===== config.mk =====
export PLATFORM = sky130hd
export DESIGN_NAME = moving_average_presence_detector_flat
export DESIGN_NICKNAME = d
export VERILOG_FILES = /design/src/rtl/core/mapd_pkg.sv /design/src/rtl/core/mapd_req_if.sv /design/src/rtl/core/mapd_rsp_if.sv /design/src/rtl/core/mapd_csr_if.sv /design/src/rtl/core/mapd_csr.sv /design/src/rtl/core/mapd_window.sv /design/src/rtl/core/mapd_detect.sv /design/src/rtl/core/moving_average_presence_detector.sv /design/src/flat_wrapper.sv
export VERILOG_INCLUDE_DIRS = /design/src /design/src/rtl/core
export SDC_FILE = /design/constraint.sdc
export NUM_CORES = 1
export LEC_CHECK = 0
export ABC_AREA = 1
export BUFFER_PORTS_ARGS = -buffer_cell sky130_fd_sc_hd__buf_2
export CAP_MARGIN = 15
export CORE_ASPECT_RATIO = 1.4
export CORE_MARGIN = 2
export CORE_UTILIZATION = 64
export DETAILED_ROUTE_END_ITERATION = 6
export PLACE_DENSITY = 0.88
export SLEW_MARGIN = 5
export SYNTH_ARGS = -nofsm -noshare
export SYNTH_HDL_FRONTEND = slang
export SYNTH_SLANG_ARGS = --single-unit

===== constraint.sdc =====
create_clock -name clock -period 9.48 [get_ports clock]
set_input_delay 0.948 -clock clock [delete_from_list [all_inputs] [get_ports clock]]
set_output_delay 0.948 -clock clock [all_outputs]
set_load 0.02 [all_outputs]

===== src/rtl/core/moving_average_presence_detector_assert.svh =====
// ---------------------------------------------------------------------------
// Assertion macros for the moving average presence detector
// Shared concurrent assertion forms; ASSERT_OFF compiles them out.
// ---------------------------------------------------------------------------
`ifndef MOVING_AVERAGE_PRESENCE_DETECTOR_ASSERT_SVH
`define MOVING_AVERAGE_PRESENCE_DETECTOR_ASSERT_SVH

`ifndef ASSERT_OFF
// same-cycle implication
`define MAPD_ASSERT_SAME(label, clk, rst, ante, cons) \
   label: assert property (@(posedge clk) disable iff (rst) (ante) |-> (cons)) \
      else $error("mapd: same-cycle check failed");
// next-cycle implication
`define MAPD_ASSERT_NEXT(label, clk, rst, ante, cons) \
   label: assert property (@(posedge clk) disable iff (rst) (ante) |=> (cons)) \
      else $error("mapd: next-cycle check failed");
`else
`define MAPD_ASSERT_SAME(label, clk, rst, ante, cons)
`define MAPD_ASSERT_NEXT(label, clk, rst, ante, cons)
`endif

`endif


===== src/rtl/core/mapd_pkg.sv =====
// ---------------------------------------------------------------------------
// Moving average presence detector package
// Sizes, register codes and the structs passed between the detector modules.
// ---------------------------------------------------------------------------
package mapd_pkg;

   // window and warm-up sizing
   localparam int WINDOW = 16;
   localparam int WARMUP = 100;

   // field widths
   localparam int DIST_W = 12;
   localparam int PCT_W  = 7;
   localparam int MODE_W = 3;

   // derived widths
   localparam int SUM_W = DIST_W + $clog2(WINDOW);
   localparam int CNT_W = (WARMUP > 0) ? $clog2(WARMUP + 1) : 1;

   // configuration port
   localparam int CSR_IDX_W  = 3;
   localparam int CSR_DATA_W = DIST_W;

   // percent scale of the dead band
   localparam int PERCENT_SCALE = 100;

   // detection tests
   typedef enum logic [MODE_W-1:0] {
      MODE_BASIC      = 3'd0,
      MODE_BASIC_MEAN = 3'd1,
      MODE_SMART      = 3'd2,
      MODE_SMART_MEAN = 3'd3,
      MODE_PERCENT    = 3'd4,
      MODE_FIXED      = 3'd5
   } mode_type;

   // register indexes
   typedef enum logic [CSR_IDX_W-1:0] {
      CSR_MODE          = 3'd0,
      CSR_THRESHOLD     = 3'd1,
      CSR_NORMAL        = 3'd2,
      CSR_DEV_PERCENT   = 3'd3,
      CSR_DEV_FIXED     = 3'd4
   } csr_index_type;

   // configuration seen by the test logic
   typedef struct packed {
      mode_type           mode;
      logic [DIST_W-1:0]  threshold_distance;
      logic [DIST_W-1:0]  normal_distance;
      logic [PCT_W-1:0]   band_percent;
      logic [DIST_W-1:0]  deviation_fixed;
   } cfg_type;

   // item after the window update
   typedef struct packed {
      logic [DIST_W-1:0] sample;
      logic [DIST_W-1:0] mean;
      logic              primed;
   } stage_type;

endpackage


===== src/rtl/core/mapd_req_if.sv =====
// ---------------------------------------------------------------------------
// Sample channel
// Valid/ready channel carrying one distance sample per item.
// ---------------------------------------------------------------------------
interface mapd_req_if;
   logic                         valid;
   logic                         ready;
   logic [mapd_pkg::DIST_W-1:0]  distance;

   modport source (output valid, output distance, input ready);
   modport sink   (input valid, input distance, output ready);
endinterface


===== src/rtl/core/mapd_rsp_if.sv =====
// ---------------------------------------------------------------------------
// Result channel
// Valid/ready channel carrying detection flag, primed flag and mean distance.
// ---------------------------------------------------------------------------
interface mapd_rsp_if;
   logic                         valid;
   logic                         ready;
   logic                         detected;
   logic                         primed;
   logic [mapd_pkg::DIST_W-1:0]  mean_distance;

   modport source (output valid, output detected, output primed, output mean_distance,
                   input ready);
   modport sink   (input valid, input detected, input primed, input mean_distance,
                   output ready);
endinterface


===== src/rtl/core/mapd_csr_if.sv =====
// ---------------------------------------------------------------------------
// Configuration write channel
// Valid/ready channel carrying a register index and write data.
// ---------------------------------------------------------------------------
interface mapd_csr_if;
   logic                             valid;
   logic                             ready;
   logic [mapd_pkg::CSR_IDX_W-1:0]   index;
   logic [mapd_pkg::CSR_DATA_W-1:0]  data;

   modport source (output valid, output index, output data, input ready);
   modport sink   (input valid, input index, input data, output ready);
endinterface


===== src/rtl/core/mapd_csr.sv =====
// ---------------------------------------------------------------------------
// Detector configuration registers
// Decodes register writes into the test settings; always ready.
// ---------------------------------------------------------------------------
module mapd_csr (
   input  logic                  clock,
   input  logic                  reset,
   mapd_csr_if.sink              csr,
   output mapd_pkg::cfg_type     cfg
);

   mapd_pkg::cfg_type cfg_ff;
   mapd_pkg::cfg_type cfg_in;
   logic              write;

   assign csr.ready = 1'b1;
   assign write     = csr.valid && csr.ready;

   // register decode
   always_comb begin
      cfg_in = cfg_ff;
      if (write) begin
         unique case (csr.index)
            mapd_pkg::CSR_MODE:
               cfg_in.mode = mapd_pkg::mode_type'(csr.data[mapd_pkg::MODE_W-1:0]);
            mapd_pkg::CSR_THRESHOLD:
               cfg_in.threshold_distance = csr.data[mapd_pkg::DIST_W-1:0];
            mapd_pkg::CSR_NORMAL:
               cfg_in.normal_distance = csr.data[mapd_pkg::DIST_W-1:0];
            mapd_pkg::CSR_DEV_PERCENT:
               cfg_in.band_percent = csr.data[mapd_pkg::PCT_W-1:0];
            mapd_pkg::CSR_DEV_FIXED:
               cfg_in.deviation_fixed = csr.data[mapd_pkg::DIST_W-1:0];
            default: ;  // writes past the last register are dropped
         endcase
      end
   end

   always_ff @(posedge clock) begin
      if (reset) begin
         cfg_ff <= '0;
      end else begin
         cfg_ff <= cfg_in;
      end
   end

   assign cfg = cfg_ff;

endmodule


===== src/rtl/core/mapd_window.sv =====
// ---------------------------------------------------------------------------
// Sample window and running sum
// Shifts each accepted sample into the window, updates the running sum,
// counts warm-up samples and registers sample, mean and primed flag.
// ---------------------------------------------------------------------------
`include "moving_average_presence_detector_assert.svh"

module mapd_window (
   input  logic                  clock,
   input  logic                  reset,
   mapd_req_if.sink              req,
   output logic                  stage_valid,
   input  logic                  stage_ready,
   output mapd_pkg::stage_type   stage
);

   logic [mapd_pkg::DIST_W-1:0] window_ff [mapd_pkg::WINDOW];
   logic [mapd_pkg::DIST_W-1:0] window_in [mapd_pkg::WINDOW];
   logic [mapd_pkg::SUM_W-1:0]  sum_ff;
   logic [mapd_pkg::SUM_W-1:0]  sum_in;
   logic [mapd_pkg::CNT_W-1:0]  count_ff;
   logic [mapd_pkg::CNT_W-1:0]  count_in;
   logic                        stage_valid_ff;
   mapd_pkg::stage_type         stage_ff;
   logic                        accept;
   logic                        primed_now;

   // take a new item whenever the stage register is empty or drains this cycle
   assign req.ready  = !stage_valid_ff || stage_ready;
   assign accept     = req.valid && req.ready;
   assign primed_now = (count_ff == mapd_pkg::CNT_W'(mapd_pkg::WARMUP));

   // window shift and running sum
   always_comb begin
      window_in = window_ff;
      sum_in    = sum_ff;
      count_in  = count_ff;
      if (accept) begin
         for (int i = 0; i < mapd_pkg::WINDOW - 1; i++) begin
            window_in[i] = window_ff[i + 1];
         end
         window_in[mapd_pkg::WINDOW - 1] = req.distance;
         sum_in = sum_ff - mapd_pkg::SUM_W'(window_ff[0])
                         + mapd_pkg::SUM_W'(req.distance);
         if (!primed_now) begin
            count_in = count_ff + 1'b1;
         end
      end
   end

   // control state and window contents
   always_ff @(posedge clock) begin
      if (reset) begin
         for (int i = 0; i < mapd_pkg::WINDOW; i++) begin
            window_ff[i] <= '0;
         end
         sum_ff         <= '0;
         count_ff       <= '0;
         stage_valid_ff <= 1'b0;
      end else begin
         window_ff <= window_in;
         sum_ff    <= sum_in;
         count_ff  <= count_in;
         if (accept) begin
            stage_valid_ff <= 1'b1;
         end else if (stage_ready) begin
            stage_valid_ff <= 1'b0;
         end
      end
   end

   // stage payload: mean of the updated window
   always_ff @(posedge clock) begin
      if (accept) begin
         stage_ff.sample <= req.distance;
         stage_ff.mean   <= mapd_pkg::DIST_W'(sum_in / mapd_pkg::WINDOW);
         stage_ff.primed <= primed_now;
      end
   end

   assign stage_valid = stage_valid_ff;
   assign stage       = stage_ff;

   `MAPD_ASSERT_NEXT(a_warmup_count_step, clock, reset, accept && !primed_now, count_ff == $past(count_ff) + 1'b1)
   `MAPD_ASSERT_NEXT(a_primed_sticky, clock, reset, primed_now, primed_now)
   `MAPD_ASSERT_NEXT(a_stage_holds, clock, reset, stage_valid_ff && !stage_ready, stage_valid_ff && $stable(stage_ff))

endmodule


===== src/rtl/core/mapd_detect.sv =====
// ---------------------------------------------------------------------------
// Detection test and result register
// Applies the selected test to the sample and mean and holds the result item
// until the consumer takes it.
// ---------------------------------------------------------------------------
`include "moving_average_presence_detector_assert.svh"

module mapd_detect (
   input  logic                  clock,
   input  logic                  reset,
   input  mapd_pkg::cfg_type     cfg,
   input  logic                  stage_valid,
   output logic                  stage_ready,
   input  mapd_pkg::stage_type   stage,
   mapd_rsp_if.source            rsp
);

   localparam int PROD_W = mapd_pkg::DIST_W + mapd_pkg::PCT_W;
   localparam int PBAND_W = PROD_W + 2;
   localparam int FBAND_W = mapd_pkg::DIST_W + 2;

   logic                          rsp_valid_ff;
   logic                          detected_ff;
   logic                          primed_ff;
   logic [mapd_pkg::DIST_W-1:0]   mean_ff;
   logic                          advance;
   logic                          thr_raw;
   logic                          thr_mean;
   logic                          raw_above_mean;
   logic                          above_normal;
   logic [PROD_W-1:0]             pct_scaled;
   logic [PROD_W-1:0]             pct_span;
   logic signed [PBAND_W-1:0]     pct_mid;
   logic signed [PBAND_W-1:0]     pct_lo;
   logic signed [PBAND_W-1:0]     pct_hi;
   logic signed [FBAND_W-1:0]     fix_mid;
   logic signed [FBAND_W-1:0]     fix_lo;
   logic signed [FBAND_W-1:0]     fix_hi;
   logic                          out_pct_band;
   logic                          out_fix_band;
   logic                          test;

   assign advance     = !rsp_valid_ff || rsp.ready;
   assign stage_ready = advance;

   // basic comparisons
   assign thr_raw        = cfg.threshold_distance < stage.sample;
   assign thr_mean       = cfg.threshold_distance < stage.mean;
   assign raw_above_mean = stage.sample > stage.mean;
   assign above_normal   = stage.mean > cfg.normal_distance;

   // percent dead band around the mean, scaled by 100
   assign pct_scaled = PROD_W'(stage.mean) * PROD_W'(mapd_pkg::PERCENT_SCALE);
   assign pct_span   = PROD_W'(stage.mean) * PROD_W'(cfg.band_percent);
   assign pct_mid    = signed'({2'b00, pct_scaled});
   assign pct_lo     = pct_mid - signed'({2'b00, pct_span});
   assign pct_hi     = pct_mid + signed'({2'b00, pct_span});
   assign out_pct_band = (pct_mid < pct_lo) || (pct_mid > pct_hi);

   // fixed dead band around the mean
   assign fix_mid = signed'({2'b00, stage.mean});
   assign fix_lo  = fix_mid - signed'({2'b00, cfg.deviation_fixed});
   assign fix_hi  = fix_mid + signed'({2'b00, cfg.deviation_fixed});
   assign out_fix_band = (fix_mid < fix_lo) || (fix_mid > fix_hi);

   // test select
   always_comb begin
      case (cfg.mode)
         mapd_pkg::MODE_BASIC:      test = thr_raw;
         mapd_pkg::MODE_BASIC_MEAN: test = thr_mean;
         mapd_pkg::MODE_SMART:      test = thr_mean || raw_above_mean;
         mapd_pkg::MODE_SMART_MEAN: test = thr_mean || above_normal;
         mapd_pkg::MODE_PERCENT:    test = out_pct_band || above_normal;
         mapd_pkg::MODE_FIXED:      test = out_fix_band || above_normal;
         default:                   test = 1'b0;
      endcase
   end

   // result valid
   always_ff @(posedge clock) begin
      if (reset) begin
         rsp_valid_ff <= 1'b0;
      end else if (advance) begin
         rsp_valid_ff <= stage_valid;
      end
   end

   // result payload
   always_ff @(posedge clock) begin
      if (advance && stage_valid) begin
         detected_ff <= stage.primed && test;
         primed_ff   <= stage.primed;
         mean_ff     <= stage.mean;
      end
   end

   assign rsp.valid         = rsp_valid_ff;
   assign rsp.detected      = detected_ff;
   assign rsp.primed        = primed_ff;
   assign rsp.mean_distance = mean_ff;

   `MAPD_ASSERT_SAME(a_no_detect_in_warmup, clock, reset, rsp_valid_ff && !primed_ff, !detected_ff)
   `MAPD_ASSERT_NEXT(a_result_loaded, clock, reset, advance && stage_valid, rsp_valid_ff && primed_ff == $past(stage.primed))

endmodule


===== src/rtl/core/moving_average_presence_detector.sv =====
// ---------------------------------------------------------------------------
// Moving average presence detector
// Sixteen-sample moving average of distance samples with a selectable
// presence test and a warm-up period after reset.
// ---------------------------------------------------------------------------
// Accepts one distance sample per cycle while the result channel is not
// stalled and returns one result item per sample, through the window stage
// register and then the result register. The first 100 samples after reset
// only fill the window: their results carry primed=0 and detected=0 but do
// report the mean. The rate is set by the running-sum register, which takes
// one add and one subtract per sample. A stalled result is held in the
// output register while one more sample can still be taken into the window
// stage. Write configuration only while no items are in flight.
module moving_average_presence_detector (
   input  logic      clock,
   input  logic      reset,
   mapd_req_if.sink  req_ch,
   mapd_rsp_if.source rsp_ch,
   mapd_csr_if.sink  csr_ch
);

   mapd_pkg::cfg_type    cfg;
   mapd_pkg::stage_type  stage;
   logic                 stage_valid;
   logic                 stage_ready;

   // configuration registers
   mapd_csr u_csr (
      .clock (clock),
      .reset (reset),
      .csr   (csr_ch),
      .cfg   (cfg)
   );

   // window, running sum and warm-up count
   mapd_window u_window (
      .clock       (clock),
      .reset       (reset),
      .req         (req_ch),
      .stage_valid (stage_valid),
      .stage_ready (stage_ready),
      .stage       (stage)
   );

   // test and result register
   mapd_detect u_detect (
      .clock       (clock),
      .reset       (reset),
      .cfg         (cfg),
      .stage_valid (stage_valid),
      .stage_ready (stage_ready),
      .stage       (stage),
      .rsp         (rsp_ch)
   );

endmodule

===== src/flat_wrapper.sv =====
// flat-port wrapper written by rule: the top's interface ports become plain ports
module moving_average_presence_detector_flat 
  (clock, reset, req_ch_valid, req_ch_distance, req_ch_ready, rsp_ch_valid, rsp_ch_detected, rsp_ch_primed, rsp_ch_mean_distance, rsp_ch_ready, csr_ch_valid, csr_ch_index, csr_ch_data, csr_ch_ready);
  mapd_req_if req_ch_i ();
  mapd_rsp_if rsp_ch_i ();
  mapd_csr_if csr_ch_i ();
  input  logic clock;
  input  logic reset;
  input wire logic [$bits(req_ch_i.valid)-1:0] req_ch_valid;
  input wire logic [$bits(req_ch_i.distance)-1:0] req_ch_distance;
  output wire logic [$bits(req_ch_i.ready)-1:0] req_ch_ready;
  output wire logic [$bits(rsp_ch_i.valid)-1:0] rsp_ch_valid;
  output wire logic [$bits(rsp_ch_i.detected)-1:0] rsp_ch_detected;
  output wire logic [$bits(rsp_ch_i.primed)-1:0] rsp_ch_primed;
  output wire logic [$bits(rsp_ch_i.mean_distance)-1:0] rsp_ch_mean_distance;
  input wire logic [$bits(rsp_ch_i.ready)-1:0] rsp_ch_ready;
  input wire logic [$bits(csr_ch_i.valid)-1:0] csr_ch_valid;
  input wire logic [$bits(csr_ch_i.index)-1:0] csr_ch_index;
  input wire logic [$bits(csr_ch_i.data)-1:0] csr_ch_data;
  output wire logic [$bits(csr_ch_i.ready)-1:0] csr_ch_ready;
  assign req_ch_i.valid = req_ch_valid;
  assign req_ch_i.distance = req_ch_distance;
  assign req_ch_ready = req_ch_i.ready;
  assign rsp_ch_valid = rsp_ch_i.valid;
  assign rsp_ch_detected = rsp_ch_i.detected;
  assign rsp_ch_primed = rsp_ch_i.primed;
  assign rsp_ch_mean_distance = rsp_ch_i.mean_distance;
  assign rsp_ch_i.ready = rsp_ch_ready;
  assign csr_ch_i.valid = csr_ch_valid;
  assign csr_ch_i.index = csr_ch_index;
  assign csr_ch_i.data = csr_ch_data;
  assign csr_ch_ready = csr_ch_i.ready;
  moving_average_presence_detector u_core (.clock(clock), .reset(reset), .req_ch(req_ch_i), .rsp_ch(rsp_ch_i), .csr_ch(csr_ch_i));
endmodule

==> results of run 1 <==
through the flow:
step	cell area (um^2)	cells	worst slack, ns
after global routing	21570	3048	0.9525
after CTS	21570	3048	1.657
after floorplan	20370	2665	2.553
after detailed placement	20670	2998	1.672
after global placement	20670	2998	1.816
final	21570	3048	1.662
cells by family (layout without fill, tap and decap cells):
kind of cell | count (synthesis) | after routing | share of synthesized area
AOI/OAI and AO/OA | 561 | 561 | 0.1501
xor gates and xnor gates | 90 | 90 | 0.03907
adders and majority gates | 326 | 326 | 0.2264
buffers and inverters | 520 | 508 | 0.09835
DFF | 302 | 302 | 0.3160
other | 1 | 1 | 0.0001841
and+or+nand+nor | 865 | 865 | 0.1699
layout make-up:
| cell class | instances | area, um^2 | share of cell area |
|---|---|---|---|
| flip-flops and latches | 302 | 6436 | 0.2983 |
| clock inverters | 10 | 66.31 | 0.003074 |
| inverters | 408 | 1541 | 0.07145 |
| clock buffers | 40 | 838.3 | 0.03886 |
| multi-input cells | 1843 | 11940 | 0.5534 |
| repair buffers | 50 | 257.7 | 0.01195 |
| well taps | 395 | 494.2 | 0.02291 |
final timing paths:
path	endpoint	slack, ns	cells past startpoint	startpoint
min reg2reg	u_core.u_csr.cfg[26]	0.47	2	u_core.u_csr.cfg[26]
max reg2reg	u_core.u_detect.rsp.detected	1.66	34	u_core.u_window.stage[2]
max	u_core.u_detect.rsp.detected	1.66	34	u_core.u_window.stage[2]
min	u_core.u_csr.cfg[26]	0.47	2	u_core.u_csr.cfg[26]
flip-flops by register name (all words and copies together) (netlist names):
signal	cells
u_core.u_csr.cfg	46
u_core.u_detect.rsp.detected	1
u_core.u_detect.rsp.mean_distance	12
u_core.u_detect.rsp.primed	1
u_core.u_detect.rsp.valid	1
u_core.u_window.count_ff	7
u_core.u_window.stage	25
u_core.u_window.stage_valid	1
u_core.u_window.sum_ff	16
u_core.u_window.window_ff	192
Yosys cell counts, types with 10 or more instances:
cell type / count
sky130_fd_sc_hd__buf_2: 23
sky130_fd_sc_hd__edfxtp_1: 39
sky130_fd_sc_hd__clkbuf_1: 84
sky130_fd_sc_hd__dfxtp_1: 263
sky130_fd_sc_hd__nor2_1: 462
sky130_fd_sc_hd__nor3_1: 25
sky130_fd_sc_hd__xor2_1: 73
sky130_fd_sc_hd__nand2_1: 295
sky130_fd_sc_hd__nand4_1: 15
sky130_fd_sc_hd__o21ai_1: 10
sky130_fd_sc_hd__ha_1: 255
sky130_fd_sc_hd__xnor2_1: 16
sky130_fd_sc_hd__a21oi_1: 190
sky130_fd_sc_hd__o21ai_0: 292
sky130_fd_sc_hd__inv_1: 400
sky130_fd_sc_hd__nand3_1: 49
sky130_fd_sc_hd__fa_1: 71
sky130_fd_sc_hd__a21o_1: 12
routing by layer:
layer,up-vias,wire [um],share of wire,GRT usage
met5,-,11,0.00024,0
met4,2,2056,0.045,0.1210
met3,141,1889,0.041,0.02803
met2,408,23940,0.52,0.5185
met1,8021,17750,0.39,0.3163
li1,8452,-,-,-
critical path, delay by kind of cell (launching register included):
kind / cells / cell delay (ns)
compound gates: 4 / 0.76
xor+xnor: 2 / 0.27
fa+ha+maj: 7 / 3.10
buf+inv: 5 / 0.44
flops: 1 / 0.94
simple gates: 16 / 2.07
==> out/qor.txt, run 1 <==
Unrepaired setup endpoints after global routing - false
Post-layout nets - 2,991
Synthesized cell area - 0.02037 mm^2
Synth async-reset ratio - 0
Horizontal die dimension - 154.8 um
Mean instance size in the synthesized netlist - 7.643 um^2
Cell seen most often among critical-path stages - sky130_fd_sc_hd__nand2_1
Commonest cells after routing, fill and taps aside - 462 x sky130_fd_sc_hd__nor2_1, 398 x sky130_fd_sc_hd__inv_1, 294 x sky130_fd_sc_hd__nand2_1
Post-detailed-placement half-perimeter wirelength - 34,150 um
Fraction of layout cells with a size suffix above 1 - 0.05315
Master cell of the clock root buffer - sky130_fd_sc_hd__clkbuf_16
Initial standard-cell utilization of the core - 0.6465
Worst setup EP type - flop
Outcome - finished clean
Wirelength, routed - 45,650 um
Least-Margin Pin Slew - 1.210 ns
PostCTS Resize Cnt - 0
Via count of the first global-routing pass - 16,840
Critical setup path kind - flop to flop
Max-cap violations - 0
Required time of the worst setup path - 9.79 ns
Pin count of the biggest net entering global routing - 139
Maximum clock skew at final layout - 0.01053 ns
Die Height - 215.1 um
Number of clock buffers inserted by TritonCTS - 28
Syn_nets - 3,023
Critical Path Fanout Max - 22
Port Buffer Count - 47
Boundary Pins - 49
Final global-route overflow total - 0
Final core utilization - 0.6848
Number of antenna repair diodes - 0
Minimum clock period after layout - 7.818 ns
Classification of the worst-slack hold path - flop to flop
First DRT Iteration DRCs - 1,117
Number of levels in the clock H-tree - 1
Number of warnings printed during yosys synthesis - 0
Core footprint - 0.03150 mm^2
Finish-stage setup viols - 0
Critical Path Source Type - flop
Clock network latency to the later pin of the worst-skew pair - 0.55 ns
Proportion of synthesized chip area in sequential cells - 0.3160
Antenna violations before repair - 1
Hold Fails Final Rpt - 0
Number of sinks on the clock net - 302
Maximum achievable frequency - 127.9 MHz
Final count of pins violating max slew - 0
Site Rows - 77
Vias post-DR - 17,020
Average wire length per cell after detail routing - 14.98 um
Wire length of the first global-routing pass - 76,980 um
Length of the first detailed-routing pass in iterations - 7
Per-cell via count in the routed design - 5.585
Total of fill cells in the finished design - 2,506
Number of flops mapped to enable cells by yosys - 39
Proportion of netlist area held by the largest area contributor - 0.2585
Most common library cell in the layout ignoring fill and taps - sky130_fd_sc_hd__nor2_1
Die Area - 0.03329 mm^2
Number of instances in the synthesized netlist - 2,665
Total Negative Setup Slacks - 0 ns
GRT Total Usage - 0.2769
Buffers inserted during post-CTS setup optimization - 0
Library cell with the largest summed area after synthesis - sky130_fd_sc_hd__dfxtp_1
Number of distinct library cells after synthesis - 57
Stage delay of the slowest cell on the critical path - 0.94 ns
Layout area overhead - 5.922%
Endpoint arrival time on the critical path - 8.12 ns
Post-cts hold buffer count - 0
Top cells by area, synth - sky130_fd_sc_hd__dfxtp_1 26%, sky130_fd_sc_hd__ha_1 16%, sky130_fd_sc_hd__nor2_1 8.5%
Synthesis-stage register bit count - 302
DRC violation count after routing - 0
Number of routed nets with antenna violations - 0
Worst slew margin - 0.1936
Weighted congestion reported at the end of routability-driven placement - 0.9112
Slowest stage cell on the critical path - sky130_fd_sc_hd__edfxtp_1
Max Buffers Root-to-Sink - 3
Final period utilization - 0.8247
Primary flip-flop cell chosen by synthesis mapping - sky130_fd_sc_hd__dfxtp_1
Clock transition at the register clock pins on the worst setup and hold paths after CTS - 0.07 ns
TritonCTS clock tree - built
Worst hold margin - 0.4696 ns
Power of run 1 is not shown: default switching activity piles up to over one toggle a cycle in this logic, so the estimate is an artifact.
==> run 2, diff against run 1 <==
- clock period: 9.48 -> 7.4 ns (I/O delays scaled with it)
==> out/qor.txt, run 2 (synthesized netlist as in run 1, its figures left out) <==
Total Negative Setup Slacks - 0 ns (unchanged)
Post-route non-filler standard cell count - 3,081 (+1.1%)
Antenna violations before repair - 2 (+1)
Total of fill cells in the finished design - 2,451 (-2.2%)
Stage delay of the slowest cell on the critical path - 0.56 ns (-0.38 ns)
Minimum clock period after layout - 7.062 ns (-0.7562 ns)
Worst Reg-to-Reg Cells - 35 (+2.9%)
Layout area overhead - 8.305%
Average wire length per cell after detail routing - 15.50 um (+3.5%)
Clock transition at the register clock pins on the worst setup and hold paths after CTS - 0.06 ns (about the same)
Number of flip-flops under the largest register name - 192 (unchanged)
GRT Total Usage - 0.2865 (+0.009564)
Post-detailed-placement half-perimeter wirelength - 35,490 um (+3.9%)
Critical Path Source Type - flop
Cell seen most often among critical-path stages - sky130_fd_sc_hd__nand2_1
Initial standard-cell utilization of the core - 0.6465 (unchanged)
Site Rows - 77 (unchanged)
Post-layout nets - 3,024 (+1.1%)
Critical setup path kind - flop to flop
Worst setup EP type - flop
Max-cap violations - 0 (unchanged)
Boundary Pins - 49 (unchanged)
Least-Margin Pin Slew - 1.120 ns (-0.08936 ns)
Number of levels in the clock H-tree - 1 (unchanged)
Port Buffer Count - 47 (unchanged)
Source of the worst register-to-register timing path - u_core.u_window.stage[6]
Kind of cell adding the most delay to the critical path - adder cells
Horizontal die dimension - 154.8 um (unchanged)
Most common library cell in the layout ignoring fill and taps - sky130_fd_sc_hd__nor2_1
DRC violation count after routing - 0 (unchanged)
Outcome - finished clean
Clock network latency to the later pin of the worst-skew pair - 0.56 ns (about the same)
Worst slew margin - 0.2531 (+0.05958)
Endpoint arrival time on the critical path - 7.37 ns (-0.75 ns)
Crit path capture - u_core.u_detect.rsp.detected
Largest register by flop count - u_core.u_window.window_ff
Number of sinks on the clock net - 302 (unchanged)
Per-cell via count in the routed design - 5.592 (+0.11%)
Number of routed nets with antenna violations - 0 (unchanged)
Final count of pins violating max slew - 0 (unchanged)
Hold Fails Final Rpt - 0 (unchanged)
Finish-stage setup viols - 0 (unchanged)
Wirelength, routed - 47,750 um (+4.6%)
Required time of the worst setup path - 7.71 ns (-2.08 ns)
Vias post-DR - 17,230 (+1.2%)
Final global-route overflow total - 0 (unchanged)
Classification of the worst-slack hold path - input pin to flop
Critical Path Source - u_core.u_window.stage[6]
Fraction of layout cells with a size suffix above 1 - 0.07595 (+0.02280)
Critical Path Fanout Max - 5 (-77%)
Number of antenna repair diodes - 0 (unchanged)
Final period utilization - 0.9543 (+0.1296)
Length of the first detailed-routing pass in iterations - 5 (-2)
Pin count of the biggest net entering global routing - 174 (+25%)
Number of clock buffers inserted by TritonCTS - 28 (unchanged)
Maximum clock skew at final layout - 0.01639 ns (+0.005866 ns)
Reg2reg end - u_core.u_detect.rsp.detected
Maximum achievable frequency - 141.6 MHz (+11%)
Master cell of the clock root buffer - sky130_fd_sc_hd__clkbuf_16
Flop-to-flop setup slack - 0.34 ns (-1.32 ns)
Post-cts hold buffer count - 0 (unchanged)
Via count of the first global-routing pass - 16,910 (+0.37%)
Cells after DPL - 3,023 (+0.83%)
Slowest stage cell on the critical path - sky130_fd_sc_hd__fa_1
First DRT Iteration DRCs - 1,011 (-9.5%)
TritonCTS clock tree - built
Wire length of the first global-routing pass - 79,040 um (+2.7%)
Die Area - 0.03329 mm^2 (unchanged)
Buffers and inverters on the worst path - 5 (unchanged)
Die Height - 215.1 um (unchanged)
Total number of cells along the worst setup path - 35 (+2.9%)
Commonest cells after routing, fill and taps aside - 459 x sky130_fd_sc_hd__nor2_1, 397 x sky130_fd_sc_hd__inv_1, 293 x sky130_fd_sc_hd__nand2_1
Weighted congestion reported at the end of routability-driven placement - 0.9139 (+0.30%)
Core footprint - 0.03150 mm^2 (unchanged)
Max Buffers Root-to-Sink - 3 (unchanged)
run 2: worst min-delay path by stage:
stage	from	to	slack (ns)	cells past startpoint
3_5_place_dp	u_core.u_window.sum_ff[0]	u_core.u_window.sum_ff[0]	0.45	2
2_1_floorplan	u_core.u_window.stage[0]	u_core.u_detect.rsp.primed	0.43	0
3_3_place_gp	u_core.u_window.sum_ff[0]	u_core.u_window.sum_ff[0]	0.44	2
5_1_grt	req_ch_distance[1]	u_core.u_window.stage[14]	0.40	1
4_1_cts	req_ch_distance[3]	u_core.u_window.stage[16]	0.39	1
6_report	req_ch_distance[10]	u_core.u_window.stage[23]	0.41	1
run 2: layer usage:
layer | part of all wire | track usage | wire [um] | up-vias
li1 | - | - | - | 8531
met1 | 0.39 | 0.3290 | 18800 | 8079
met2 | 0.51 | 0.5235 | 24290 | 458
met3 | 0.045 | 0.03610 | 2171 | 156
met4 | 0.052 | 0.1364 | 2461 | 4
met5 | 0.00050 | 0 | 24 | -
run 2: repair_timing:
| action | CTS | global route |
|---|---|---|
| resized for setup | 0 | 41 |
| buffers inserted | 0 | 8 |
| endpoints found under the setup margin | 0 | 1 |
run 2: area by class of cell:
| cell class | instances | area [um^2] | share of cell area |
|---|---|---|---|
| tap | 395 | 494.2 | 0.02240 |
| clock buffer | 43 | 902.1 | 0.04089 |
| inverter | 408 | 1541 | 0.06988 |
| clock inverter | 7 | 48.80 | 0.002212 |
| sequential | 302 | 6441 | 0.2920 |
| timing repair buffer | 83 | 525.5 | 0.02382 |
| multi-input combinational | 1843 | 12110 | 0.5488 |
run 2: stage by stage:
step,area (um^2),hold WS [ns],worst slack (ns),util
6_report,22060,0.4084,0.3384,0.7002
5_1_grt,22060,0.3981,-0.05077,0.7002
4_1_cts,21820,0.3932,0.04115,0.6926
3_5_place_dp,20870,0.4522,0.07632,0.6625
3_3_place_gp,20870,0.4447,0.3569,0.6625
2_1_floorplan,20370,0.4264,0.4725,-
Power of run 2 is left out for the same reason.
==> run 3, diff against run 2 <==
- CORE_UTILIZATION: 64 -> 60
- PLACE_DENSITY: 0.88 -> 0.84
==> out/qor.txt, run 3 (synthesized netlist as in run 1, its figures left out) <==
Finish-stage setup viols - 0 (unchanged)
Hold Fails Final Rpt - 0 (unchanged)
Per-cell via count in the routed design - 5.476 (-2.1%)
Clock transition at the register clock pins on the worst setup and hold paths after CTS - 0.07 ns (about the same)
DRC violation count after routing - 0 (unchanged)
Fraction of layout cells with a size suffix above 1 - 0.07818 (+0.002234)
Vias post-DR - 17,140 (-0.49%)
Instance count along the most critical hold path - 1 (unchanged)
GRT Total Usage - 0.2682 (-0.01830)
Final core utilization - 0.6632 (-0.03700)
Minimum clock period after layout - 7.087 ns (+0.02507 ns)
Total of fill cells in the finished design - 2,772 (+13%)
Die Area - 0.03546 mm^2 (+6.5%)
Number of flip-flops under the largest register name - 192 (unchanged)
Number of levels in the clock H-tree - 1 (unchanged)
Classification of the worst-slack hold path - input pin to flop
Post-layout nets - 3,025 (+0.033%)
Number of sinks on the clock net - 302 (unchanged)
Horizontal die dimension - 159.7 um (+3.2%)
Buffers and inverters on the worst path - 6 (+1)
Final count of pins violating max slew - 0 (unchanged)
Slowest stage cell on the critical path - sky130_fd_sc_hd__fa_1
Critical Path Fanout Max - 12 (+7)
Post-detailed-placement half-perimeter wirelength - 35,530 um (+0.12%)
Worst slew margin - 0.3133 (+0.06012)
Total number of cells along the worst setup path - 35 (unchanged)
Initial standard-cell utilization of the core - 0.6115 (-0.03507)
Endpoint arrival time on the critical path - 7.40 ns (+0.03 ns)
First DRT Iteration DRCs - 1,173 (+16%)
Least-Margin Pin Slew - 1.030 ns (-0.09017 ns)
Cell seen most often among critical-path stages - sky130_fd_sc_hd__nand2_1
Most common library cell in the layout ignoring fill and taps - sky130_fd_sc_hd__nor2_1
Antenna violations before repair - 0 (-2)
Number of antenna repair diodes - 0 (unchanged)
Post-cts hold buffer count - 0 (unchanged)
Number of clock buffers inserted by TritonCTS - 27 (-3.6%)
Maximum clock skew at final layout - 0.03080 ns (+0.01441 ns)
Pin count of the biggest net entering global routing - 161 (-7.5%)
Master cell of the clock root buffer - sky130_fd_sc_hd__clkbuf_16
Via count of the first global-routing pass - 16,790 (-0.67%)
Die Height - 222.0 um (+3.2%)
Length of the first detailed-routing pass in iterations - 5 (unchanged)
Wire length of the first global-routing pass - 79,330 um (+0.37%)
Site Rows - 79 (+2.6%)
Multi-input gate area in the final layout - 0.01210 mm^2 (about the same)
Required time of the worst setup path - 7.71 ns (about the same)
Stage delay of the slowest cell on the critical path - 0.54 ns (-0.02 ns)
Worst Reg-to-Reg Cells - 35 (unchanged)
Worst setup EP type - flop
Boundary Pins - 49 (unchanged)
Max Buffers Root-to-Sink - 3 (unchanged)
Clock network latency to the later pin of the worst-skew pair - 0.56 ns (about the same)
Port Buffer Count - 47 (unchanged)
Final period utilization - 0.9577 (+0.003388)
Weighted congestion reported at the end of routability-driven placement - 0.9529 (+4.3%)
Final global-route overflow total - 0 (unchanged)
Max-cap violations - 0 (unchanged)
Layout area overhead - 8.465%
Outcome - finished clean
Largest register by flop count - u_core.u_window.window_ff
Average wire length per cell after detail routing - 15.33 um (-1.1%)
TritonCTS clock tree - built
Commonest cells after routing, fill and taps aside - 457 x sky130_fd_sc_hd__nor2_1, 397 x sky130_fd_sc_hd__inv_1, 293 x sky130_fd_sc_hd__nand2_1
Core footprint - 0.03331 mm^2 (+5.7%)
Wirelength, routed - 47,980 um (+0.49%)
Kind of cell adding the most delay to the critical path - adder cells
Critical Path Source Type - flop
Flip-flop and latch area - 0.006437 mm^2 (about the same)
Critical setup path kind - flop to flop
Number of routed nets with antenna violations - 0 (unchanged)
Maximum achievable frequency - 141.1 MHz (-0.35%)
run 3: cell types whose count changed in the layout (fill, tap and decap cells not counted), moves of 3 or more:
cell,delta
sky130_fd_sc_hd__ha_2,+3
sky130_fd_sc_hd__clkinv_4,-3
sky130_fd_sc_hd__inv_6,+3
sky130_fd_sc_hd__nor2_2,+3
sky130_fd_sc_hd__buf_4,+3
sky130_fd_sc_hd__dfxtp_1,+3
sky130_fd_sc_hd__clkbuf_1,-4
sky130_fd_sc_hd__dfxtp_2,-3
sky130_fd_sc_hd__xor2_2,+4
sky130_fd_sc_hd__xor2_1,-4
run 3: worst register-to-register path, delay by kind of cell (launching register included):
family          cells  cell delay [ns]
compound gates      2             0.29
xor+xnor            2             0.29
fa+ha+maj           7             3.14
buf+inv             6             0.61
flops               1             0.43
simple gates       18             2.05
run 3: final timing paths:
kind                                 start                           end  slack [ns]
setup / recovery  u_core.u_window.stage[5]  u_core.u_detect.rsp.detected        0.31
hold / removal          req_ch_distance[3]     u_core.u_window.stage[16]        0.39
setup reg to reg  u_core.u_window.stage[5]  u_core.u_detect.rsp.detected        0.31
hold reg to reg       u_core.u_csr.cfg[26]          u_core.u_csr.cfg[26]        0.46
run 3: cell type report:
type	count	area share
Inverter	408	0.06994
Timing Repair Buffer	85	0.02407
Sequential cell	302	0.2914
Tap cell	445	0.02520
Clock inverter	11	0.003228
Multi-Input combinational cell	1843	0.5478
Clock buffer	37	0.03840
run 3: what timing repair did:
action | in CTS | in global routing
setup endpoints to repair | 0 | 1
gates resized for setup | 0 | 40
buffers inserted | 0 | 8
run 3: routing by layer:
metal / global-route usage / vias up / routed length [um] / part of all wire
met5: 0 / - / 0 / 0
met4: 0.1326 / 0 / 2600 / 0.054
met3: 0.03330 / 166 / 2228 / 0.046
met2: 0.4864 / 434 / 24280 / 0.51
met1: 0.3100 / 8011 / 18870 / 0.39
li1: - / 8533 / - / -
run 3: through the flow:
step                setup WS [ns]  setup TNS, ns  hold slack (ns)  cell area [um^2]  std cells
CTS                        0.1007              0           0.3778             21850       3122
global placement           0.3225              0           0.4440             20930       3074
detailed placement         0.1486              0           0.4510             20930       3074
finish                     0.3134              0           0.3943             22090       3131
global route              -0.1002        -0.1002           0.3840             22090       3131
floorplan                  0.4725              0           0.4264             20370       2665
Power of run 3 is left out for the same reason.
